[config.mk]
export PLATFORM = sky130hd
export DESIGN_NAME = lmsu_ctrl
export DESIGN_NICKNAME = d
export VERILOG_FILES = /design/src/sv/lmsu_pkg.sv /design/src/sv/lmsu_ctrl.sv
export SDC_FILE = /design/constraint.sdc
export NUM_CORES = 1
export LEC_CHECK = 0
export ABC_AREA = 1
export BUFFER_PORTS_ARGS = -buffer_cell sky130_fd_sc_hd__buf_2
export CORE_UTILIZATION = 48
export DETAILED_ROUTE_END_ITERATION = 16
export PLACE_DENSITY = 0.86
export SLEW_MARGIN = 40
export SYNTH_ARGS = -nofsm -noshare
export SYNTH_HDL_FRONTEND = slang
export SYNTH_SLANG_ARGS = --single-unit
[constraint.sdc]
create_clock -name clk_i -period 1.3 [get_ports clk_i]
set_input_delay 0.325 -clock clk_i [delete_from_list [all_inputs] [get_ports clk_i]]
set_output_delay 0.325 -clock clk_i [all_outputs]
set_load 0.05 [all_outputs]
[src/sv/lmsu_pkg.sv]
// Package: types and constants for the lattice Metropolis site update unit.
`default_nettype none
package lmsu_pkg;
  localparam int SideMax = 16;
  localparam int MaxDims = 4;
  localparam int CoordW = $clog2(SideMax);
  localparam int AddrW = CoordW * MaxDims;
  localparam int Depth = 1 << AddrW;
  localparam int MagW = 22;
  localparam int GaussW = 20;
  localparam int NluW = 24;
  localparam int CfgIdxW = 2;
  localparam int CfgDataW = 16;
  localparam int NbrCntW = $clog2(2 * MaxDims + 1);
  localparam int SumW = MagW + NbrCntW + 1;
  localparam int ProdW = SumW + 16;
  localparam int PropW = ProdW - 16 + 1;
  localparam int SqW = 2 * MagW - 16 + 1;
  localparam int QuW = 2 * SqW - 16 + 1;
  localparam int DiffW = QuW + 1;
  localparam int LhsW = DiffW + 17;
  localparam logic [MagW-1:0] MagMax = '1;

  typedef enum logic [1:0] {
    OP_WRITE  = 2'd0,
    OP_READ   = 2'd1,
    OP_UPDATE = 2'd2,
    OP_NONE   = 2'd3
  } op_e;

  typedef enum logic [CfgIdxW-1:0] {
    CFG_DIMS  = 2'd0,
    CFG_SIDE  = 2'd1,
    CFG_KAPPA = 2'd2,
    CFG_COUP  = 2'd3
  } cfg_e;

  typedef struct packed {
    logic [1:0]        op;
    logic [CoordW-1:0] coord_a;
    logic [CoordW-1:0] coord_b;
    logic [CoordW-1:0] coord_c;
    logic [CoordW-1:0] coord_d;
    logic              write_sign;
    logic [MagW-1:0]   write_magnitude;
    logic signed [GaussW-1:0] gauss_sample;
    logic [NluW-1:0]   neg_log_uniform;
  } req_t;

  typedef struct packed {
    logic            site_sign;
    logic [MagW-1:0] site_magnitude;
    logic            accepted;
  } rsp_t;

  typedef enum logic [3:0] {
    ST_IDLE, ST_OWN, ST_OWN_WAIT, ST_NBR, ST_NBR_LAST, ST_SCALE, ST_PROP,
    ST_SQ, ST_QU, ST_TEST, ST_COMMIT, ST_WRITE, ST_READ_WAIT, ST_OUT
  } state_e;

  // controller to datapath
  typedef struct packed {
    logic       latch;      // capture request
    logic       rd_own;     // read addressed site
    logic       rd_nbr;     // read neighbour nbr_idx
    logic [NbrCntW-1:0] nbr_idx;
    logic       cap_own;    // capture own read data
    logic       acc_nbr;    // accumulate neighbour read data
    logic       scale;
    logic       prop;
    logic       square;
    logic       quart;
    logic       test;
    logic       commit;
    logic       wr_req;
    logic       cap_read;
    logic       load_out;
  } cmd_t;

  typedef struct packed {
    logic [1:0]         op;
    logic [NbrCntW-1:0] nbr_count;
  } sts_t;
endpackage
`default_nettype wire

[src/sv/lmsu_ctrl.sv]
// Controller state machine for the site update unit.
`default_nettype none
module lmsu_ctrl import lmsu_pkg::*; (
  input  wire logic clk_i,
  input  wire logic rst_ni,
  input  wire logic in_valid_i,
  output logic      in_ready_o,
  input  wire logic out_busy_i,
  output cmd_t      cmd_o,
  input  wire sts_t sts_i
);
  state_e state_q, state_d;
  logic [NbrCntW-1:0] idx_q, idx_d;

  always_ff @(posedge clk_i or negedge rst_ni) begin
    if (!rst_ni) begin
      state_q <= ST_IDLE;
      idx_q   <= '0;
    end else begin
      state_q <= state_d;
      idx_q   <= idx_d;
    end
  end

  always_comb begin
    state_d = state_q;
    idx_d   = idx_q;
    unique case (state_q)
      ST_IDLE: if (in_valid_i) state_d = ST_OWN;
      ST_OWN: begin
        unique case (sts_i.op)
          OP_WRITE:  state_d = ST_WRITE;
          OP_UPDATE: state_d = ST_OWN_WAIT;
          default:   state_d = ST_READ_WAIT;
        endcase
      end
      ST_OWN_WAIT: begin
        state_d = ST_NBR;
        idx_d   = '0;
      end
      ST_NBR: begin
        idx_d = idx_q + 1'b1;
        if (idx_q == sts_i.nbr_count - 1'b1) state_d = ST_NBR_LAST;
      end
      ST_NBR_LAST: state_d = ST_SCALE;
      ST_SCALE:    state_d = ST_PROP;
      ST_PROP:     state_d = ST_SQ;
      ST_SQ:       state_d = ST_QU;
      ST_QU:       state_d = ST_TEST;
      ST_TEST:     state_d = ST_COMMIT;
      ST_COMMIT:   state_d = ST_OUT;
      ST_WRITE:    state_d = ST_OUT;
      ST_READ_WAIT: state_d = ST_OUT;
      ST_OUT:      if (!out_busy_i) state_d = ST_IDLE;
      default:     state_d = ST_IDLE;
    endcase
  end

  always_comb begin
    cmd_o = '0;
    cmd_o.nbr_idx = idx_q;
    in_ready_o = 1'b0;
    unique case (state_q)
      ST_IDLE: begin
        in_ready_o   = 1'b1;
        cmd_o.latch  = in_valid_i;
      end
      ST_OWN: begin
        cmd_o.rd_own = 1'b1;
        cmd_o.wr_req = (sts_i.op == OP_WRITE);
      end
      ST_OWN_WAIT: cmd_o.cap_own = 1'b1;
      ST_NBR: begin
        cmd_o.rd_nbr  = 1'b1;
        cmd_o.acc_nbr = (idx_q != '0);
      end
      ST_NBR_LAST: cmd_o.acc_nbr = 1'b1;
      ST_SCALE:    cmd_o.scale = 1'b1;
      ST_PROP:     cmd_o.prop = 1'b1;
      ST_SQ:       cmd_o.square = 1'b1;
      ST_QU:       cmd_o.quart = 1'b1;
      ST_TEST:     cmd_o.test = 1'b1;
      ST_COMMIT:   cmd_o.commit = 1'b1;
      ST_WRITE:    cmd_o.load_out = 1'b1;
      ST_READ_WAIT: cmd_o.cap_read = 1'b1;
      ST_OUT:      ;
      default:     ;
    endcase
  end
endmodule
`default_nettype wire

==> results of run 1 <==
through the flow:
step | cells | hold WS (ns)
2_1_floorplan | 128 | 0.0294
3_3_place_gp | 195 | 0.175
3_5_place_dp | 195 | 0.181
cells by family after synthesis:
group,after synthesis,share of synthesized area
fa+ha+maj,3,0.0488
compound gates,10,0.0732
xor+xnor,1,0.0114
flops,8,0.260
buf+inv,28,0.151
simple gates,78,0.455
==> results summary, run 1 <==
The flow did not finish. The halt point of the flow is 4_1_cts. The tool reported: "[ERROR DPL-0033] detailed placement checks failed during check placement". The commonest register cell after synthesis is dfrtp_1.

The number of enable flip-flop cells after synthesis came out at 0. The most common cell in the synthesized netlist is nand2_1. Counting every instance in the synthesized netlist gives 128. In this run, distinct cell masters in the synthesized netlist total 23.

The share of the synthesized area in the top cell type is 0.260. The mean cell area of the mapped netlist is 6.01 sq um. The count of cells resized by post-cts repair came out at 72. The net count of the mapped netlist came out at 141.

The post-placement cell area is 1180 sq um. In this run the core area contains 14 standard-cell rows. The number of setup buffers added after CTS is 8. The flip-flop and latch count after synthesis came out at 8. The number of buffers created by CTS came out at 3. The clock sink total came out at 8. The maximum level of the CTS H-tree came out at 1. The final estimated routing congestion in global placement came out at 0.852.

The count of port buffers added during placement came out at 28. Counting along the longest clock path gives a buffer depth of 2. The initial utilization of the core area, before any placement, comes to 0.511. The height of the chip came out at 42.0 um. The half-perimeter wire length after placement came out at 1860 um.

Ranked by total cell area, the synthesized netlist is headed by dfrtp_1, nand2_1, inv_1. The library cell used as clock root buffer is clkbuf_4. In this run the horizontal extent of the chip is 42.0 um. Timing analysis after detailed placement gives a worst setup slack of -0.245 ns. The count of hold buffers inserted by post-cts repair is 1. Of all flip-flops after synthesis, the portion carrying an async set or reset was 1.00. The cell taking the most area after synthesis is dfrtp_1. The total of warnings raised by yosys came out at 0. The sequential fraction of the synthesis area came out at 0.260. Sorting the synthesized cells by how often they occur yields nand2_1, inv_1, nor2_1. The number of ports placed on the die boundary came out at 29. The area of the mapped netlist came out at 769 sq um.
==> run 2, diff against run 1 <==
CORE_AREA = 2 2 63 65   (was not set)
CORE_UTILIZATION = not set   (was 48)
DIE_AREA = 0 0 65 67   (was not set)
PLACE_DENSITY = not set   (was 0.86)
PLACE_DENSITY_LB_ADDON = 0.15   (was not set)
==> results summary, run 2 <==
The final critical-path setup slack came out at -0.349 ns. The initial utilization of the core area, before any placement, comes to 0.213. Once layout is complete, the utilization of the core stands at 0.468.

The TritonCTS clock tree is yes. In the post-synthesis netlist, the biggest area contributors are dfrtp_1, nand2_1, inv_1. CTS placed an instance of clkbuf_8 at the clock tree root. The total of warnings raised by yosys is 0. The critical path goes through buf_6 > inv_6 > nand2_4 > nor2_4 > nand2_2 > clkinvlp_4 > buf_8. The delay of the slowest cell on the worst path is 0.40 ns. Of the total synthesized cell area, the portion taken by full adders, half adders and majority gates is 0.0488. The detailed-routing iteration count for the pre-antenna-repair pass came out at 4. The flip-flop and latch count after synthesis came out at 8. In the synthesized netlist the dominant register cell turns out to be dfrtp_1. Along the worst path, the maximum fanout reaches 4. Leaving out fill and tap cells, the most frequent cell in the layout is nand2_1. The placement-stage worst setup slack came out at -0.274 ns. The share of cells above drive strength 1 is 0.616. The vias per cell came out at 4.09. The final estimated routing congestion in global placement is 0.842.

The biggest area contributor in the post-synthesis netlist is dfrtp_1. The clock sink total came out at 8. In this run the worst hold path is classified as in2async. The post-route clock period utilization came out at 1.27. The post-layout net count is 212. The share of the synthesized area in compound gates (AO/OA/AOI/OAI) is 0.0732.

The overall routing resource usage came out at 0.125. The checks that failed: setup timing. Hold timing on the final database bottoms out at a slack of 0.464 ns. The final number of max-transition violations is 0. The number of hold violations in the final report came out at 0. Setup repair after global routing could not meet its margin everywhere. Max-cap violations in this run came to 0.

The endpoint type of the worst setup path is a primary output. The total power per unit cell area is 2380 nW/um^2. The number of enable flip-flop cells after synthesis is 0. By area, the combinational part of the netlist is dominated by simple AND/OR/NAND/NOR gates. The start-to-end type of the worst setup path is reg2out.

The clock slew at the register clock pins of the worst setup and hold paths is 0.05 ns. The cell area that synthesis handed to floorplanning was 769 sq um. The die covers 4360 sq um.

The largest net degree at the start of global routing came out at 9. The gate count of the mapped netlist came out at 128. The global-route wire length before repair came out at 4220 um. The clock tree skew after final layout came out at 0.00663 ns. The share of the synthesized area in the top cell type came out at 0.260.

The final critical delay including setup and external delays is 1.65 ns. The number of antenna violations at the first check in global routing is 0. Across all register-to-register paths, the minimum setup slack is -0.26 ns. The tightest slew margin relative to the limit is 0.858. Data on the critical path arrives at its endpoint at 1.32 ns. The run finished, with violations left. The library cells used most frequently in the layout, excluding fill and tap cells, are nand2_1, buf_4, buf_6. Across the VDD grid, the largest voltage drop is 1.42 mV.

The clock latency reported for the late side of the worst-skew pair is 0.23 ns. Buffers inserted during clock tree synthesis total 3. The wire-length estimate of the detail-placed layout is 1970 um.

The number of buffers on the longest clock path is 2. Dividing the synthesized area by the synthesized cell count gives 6.01 sq um. The worst setup path is launched from a flop. The number of ports placed on the die boundary is 29.

The number of antenna repair diodes is 0. The number of design rule violations left after detail routing is 0. The number of standard cells in the layout, taps in and fillers out is 246. The xor/xnor cell area share of the yosys netlist is 0.0114. The commonest cells after synthesis are nand2_1, inv_1, nor2_1. The average detailed-routed wire length per instance is 10.4 um. The final count of negative-setup-slack endpoints came out at 19. Of the total synthesized cell area, the portion taken by AND, OR, NAND and NOR gates is 0.455. From bottom edge to top edge, the die measures 67 um. The initialized floorplan defines 22 standard-cell rows.

The unique cell type count in the Yosys netlist came out at 23. By instance count, the leading cell after synthesis is nand2_1. Once placement completed, the tool counted placed cells totaling 229. The count of port buffers added during placement is 28.

From left edge to right edge, the die measures 65 um. The slowest library cell on the worst path is dfrtp_1. The largest registers in the layout are idx_q (4), state_q (4). The multiplexer area fraction after synthesis is 0. The required arrival time at the worst endpoint came out at 0.98 ns. The total non-filler cell area in the finished layout is 1690 sq um. The number of nets with antenna violations after routing is 0. Synthesis produced a netlist with a net count of 141. The remaining global-route overflow came out at 0. The sequential fraction of the synthesis area came out at 0.260. The analysis attributes to cell leakage a power of 0.822 nW. Across all layers, the routed design uses 1007 vias. The fraction of registers with async set/reset is 1.00.

The setup total negative slack came out at -4.99 ns. The maximum operating frequency came out at 606 MHz. The floorplan step defined a core boundary enclosing 3610 sq um.

For the pin with the worst max-slew slack, the measured transition is 0.210 ns. The post-placement cell area came out at 1240 sq um. The maximum level of the CTS H-tree came out at 1. The area added between synthesis and finish came out at 119%. The post-route total power came out at 4.01 mW. The number of global-route vias before repair came out at 977.

After detailed routing, the total wire length is 2560 um. After the first detailed-routing iteration, the DRC count stood at 37.
-- run 2: cell counts after synthesis --
No cell type changed its count.
-- run 2: cell type report --
type	instances	area [sq um]
Inverter	27	130
Sequential cell	8	208
Fill cell	382	1920
Multi-Input combinational cell	92	606
Tap cell	48	60.1
Timing Repair Buffer	67	638
Clock buffer	4	45.0
-- run 2: critical path, delay by kind of cell, from the launching register on --
| family | cells | cell delay [ns] |
|---|---|---|
| flops | 1 | 0.40 |
| simple gates | 3 | 0.28 |
| buf+inv | 4 | 0.41 |
-- run 2: repair_timing --
action | CTS | global route
resized for setup | 58 | 35
endpoints found under the setup margin | 23 | 24
endpoints found under the hold margin | 8 | 0
buffers inserted | 7 | 6
hold buffers | 1 | 0
pin swaps | 5 | 16
gates cloned | 0 | 0
-- run 2: path summary, 6_finish.rpt --
kind / cells after the start / from / endpoint
worst min-delay path: 2 / rst_ni / idx_q[2]
worst min register to register: 2 / idx_q[1] / idx_q[1]
max in group asynchronous: 2 / rst_ni / state_q[1]
worst max-delay path: 7 / state_q[2] / cmd_o[2]
worst max register to register: 11 / state_q[2] / state_q[0]
min in group clk_i: 5 / in_valid_i / state_q[2]
-- run 2: power breakdown --
group,switching (mW),internal (mW)
Combinational,1.78,1.41
Sequential,0.123,0.367
Clock,0.114,0.214
-- run 2: cell families after synthesis --
| logic type | count (synthesis) |
|---|---|
| flip-flops | 8 |
| buffers and inverters | 28 |
| XOR/XNOR | 1 |
| AND/OR/NAND/NOR | 78 |
| adder cells (fa/ha/maj) | 3 |
| AO/OA/AOI/OAI | 10 |
-- run 2: metal layers --
layer / routed length [um] / share of wire / global-route usage
met3: 141 / 0.055 / 0.0372
met2: 1340 / 0.52 / 0.223
met5: 0 / 0 / 0
met4: 12 / 0.0047 / 0.0239
met1: 1070 / 0.42 / 0.149
Note: power is estimated with default switching activity, not from simulation.
==> run 3, diff against run 2 <==
ABC_AREA = not set   (was 1)
clock period = 1.4 ns   (was 1.3 ns; I/O delays follow)
==> results summary, run 3 <==
The number of antenna violations at the first check in global routing is 0. The most common cell in the synthesized netlist is nor2_1. In this run the standard cell core region covers 3610 sq um. The endpoint type of the worst setup path is a primary output.

The met1 usage in global routing is 0.145. The number of global-route vias before repair was 874. The detailed-route wire length came out at 2520 um. The half-perimeter wire length after placement is 1930 um.

The vias per cell came out at 4.47. Clock tree synthesis selected as its root buffer the cell clkbuf_8. The post-layout net count is 174.

The final count of negative-setup-slack endpoints came out at 16. The placement-stage worst setup slack came out at -0.227 ns. During synthesis, Yosys emitted a total of 0 warnings. The worst pin sits at a relative slew slack of 0.775. Across the run, the number of max-cap violations was 0.

For this run, asynchronously set or reset flops after synthesis account for 1.00. The effective utilization at floorplan came out at 0.203. The number of nets with antenna violations after routing came out at 0. The clock latency reported for the late side of the worst-skew pair is 0.23 ns.

The full die area is 4360 sq um. TritonCTS created 3 clock buffers. The number of buffers on the longest clock path came out at 2. The number of design rule violations left after detail routing came out at 0. The flip-flop and latch count after synthesis came out at 8.

The final critical-path setup slack is -0.329 ns. The final reports fail on setup timing. The run finished, with violations left. In the synthesized netlist, the cells that appear most often are nor2_1, dfrtp_1, inv_1.

The met2 layer usage reported by global route is 0.222. Setup repair after global routing could not meet its margin everywhere. The setup total negative slack came out at -4.19 ns. The worst path arrival time is 1.38 ns. The share of the synthesized area in compound gates (AO/OA/AOI/OAI) came to 0.169. The static leakage came out at 0.707 nW. A synthesized cell averages 7.70 sq um. The number of enable flip-flop cells after synthesis came out at 0. In the final layout, the registers with the most flip-flops are idx_q (4), state_q (4). The unique cell type count in the Yosys netlist came out at 33.

The detailed-routing iteration count for the pre-antenna-repair pass is 4. The worst setup path is launched from a flop. The remaining global-route overflow came out at 0. The number of placement rows came out at 22. The count of port buffers added during placement came out at 28. The largest net degree at the start of global routing is 10.

The clock tree skew after final layout came out at 0.00146 ns. CTS saw 8 sinks. The area added between synthesis and finish is 114%. The fraction of the mapped netlist area in simple logic gates is 0.325. By area, the combinational part of the netlist is dominated by simple AND/OR/NAND/NOR gates. dfrtp_1 takes more of the synthesized area than any other cell. The global-route wire length before repair came out at 4020 um. The required arrival time at the worst endpoint came out at 1.05 ns.

By startpoint and endpoint, the worst setup path is classified as reg2out. The maximum operating frequency is 578 MHz. The filler cell count in the final layout is 348. The share of cells above drive strength 1 is 0.654. CTS built an H-tree with a depth of 1. The share of the synthesized area in the top cell type came out at 0.274. The number of antenna repair diodes is 0. The multiplexer area fraction after synthesis is 0.0291. When the netlist entered floorplanning its net count stood at 108. In the synthesized netlist the dominant register cell turns out to be dfrtp_1. Across every metal layer, demand over resource in global routing totals 0.123.

Of the total synthesized cell area, the portion taken by full adders, half adders and majority gates is 0.0513. The height of the chip is 67 um. The xor/xnor cell area share of the yosys netlist is 0.0786.

At the end of routability-driven placement, the weighted congestion stood at 0.719. Leaving out fill and tap cells, the most frequent cell in the layout is buf_4. The final number of max-transition violations is 0. The number of hold violations in the final report came out at 0. The maximum vdd drop is 1.29 mV.

The final critical delay including setup and external delays is 1.73 ns. The clock slew at the register clock pins of the worst setup and hold paths is 0.04 ns. Sorting the synthesized cells by area gives the leading types as dfrtp_1, nor2_1, ha_1. In the layout the commonest cells are buf_4, buf_6, buf_2. The vias after detailed routing came out at 926. The layer flagged by global routing as most heavily used is met2.

The first routing iteration left 28 violations. At the pin with the least slew margin, the transition time is 0.335 ns. The path class of the tightest hold or removal check is in2reg. Power spread over the standard cell area amounts to 2410 nW/um^2. The post-route total power came out at 3.77 mW. The share of the Yosys chip area taken by registers is 0.274. The post-route clock period utilization came out at 1.24. TritonCTS built the clock tree. The gate count of the mapped netlist is 95. The largest fanout of any net on the critical path is 6. The area of the mapped netlist is 732 sq um. From left edge to right edge, the die measures 65 um.

In the global route stage, met3 resource usage came out at 0.0287. The average detailed-routed wire length per instance came out at 12.2 um. In this run the count of I/O pins placed on the die edge is 29.
## run 3: final timing paths
path	startpoint	end	slack (ns)	depth (start not counted)
worst max-delay path	state_q[3]	cmd_o[17]	-0.33	4
worst max register to register	state_q[1]	state_q[0]	-0.18	6
min in group asynchronous	rst_ni	idx_q[0]	0.50	2
max in group asynchronous	rst_ni	idx_q[2]	0.71	2
worst min-delay path	in_valid_i	state_q[0]	0.41	3
worst min register to register	idx_q[1]	idx_q[1]	0.65	2
## run 3: layout make-up
class	instances	area, sq um	share of cell area
inverters	7	26.3	0.0168
clock buffers	3	41.3	0.0264
flip-flops and latches	8	206	0.132
repair buffers	66	559	0.358
multi-input cells	75	669	0.428
well taps	48	60.1	0.0384
## run 3: what timing repair did
action                     CTS  global route
setup buffers                4             8
setup endpoints to repair   19            18
hold endpoints to repair     8             0
resized for setup           40            19
hold buffers                 1             0
pin swaps                    7             5
## run 3: through the flow
step / instances / instance area, sq um / hold slack, ns / utilization
after detailed placement: 191 / 1210 / 0.208 / 0.335
after floorplan: 95 / 872 / 0.0544 / -
final: 207 / 1560 / 0.407 / 0.433
after CTS: 199 / 1420 / 0.398 / 0.395
after global routing: 207 / 1560 / 0.413 / 0.433
after global placement: 191 / 1210 / 0.209 / 0.335
## run 3: logic make-up after synthesis
logic type | after synthesis
compound gates | 19
xor+xnor | 5
fa+ha+maj | 3
buf+inv | 12
flops | 8
mux | 2
simple gates | 46
## run 3: per-layer routing
layer	part of all wire	routed length [um]
met5	0	0
met4	0.0075	19
met2	0.51	1280
met1	0.43	1090
met3	0.052	132
## run 3: where the power goes
part / internal [mW] / switching (mW)
Clock: 0.187 / 0.0941
Combinational: 1.40 / 1.60
Sequential: 0.345 / 0.139
## run 3: critical path, stage by stage (launching register included)
cell and delay [ns]:
dfrtp_2 0.44, buf_4 0.17, nor4_4 0.22, and2_4 0.19
buf_8 0.14
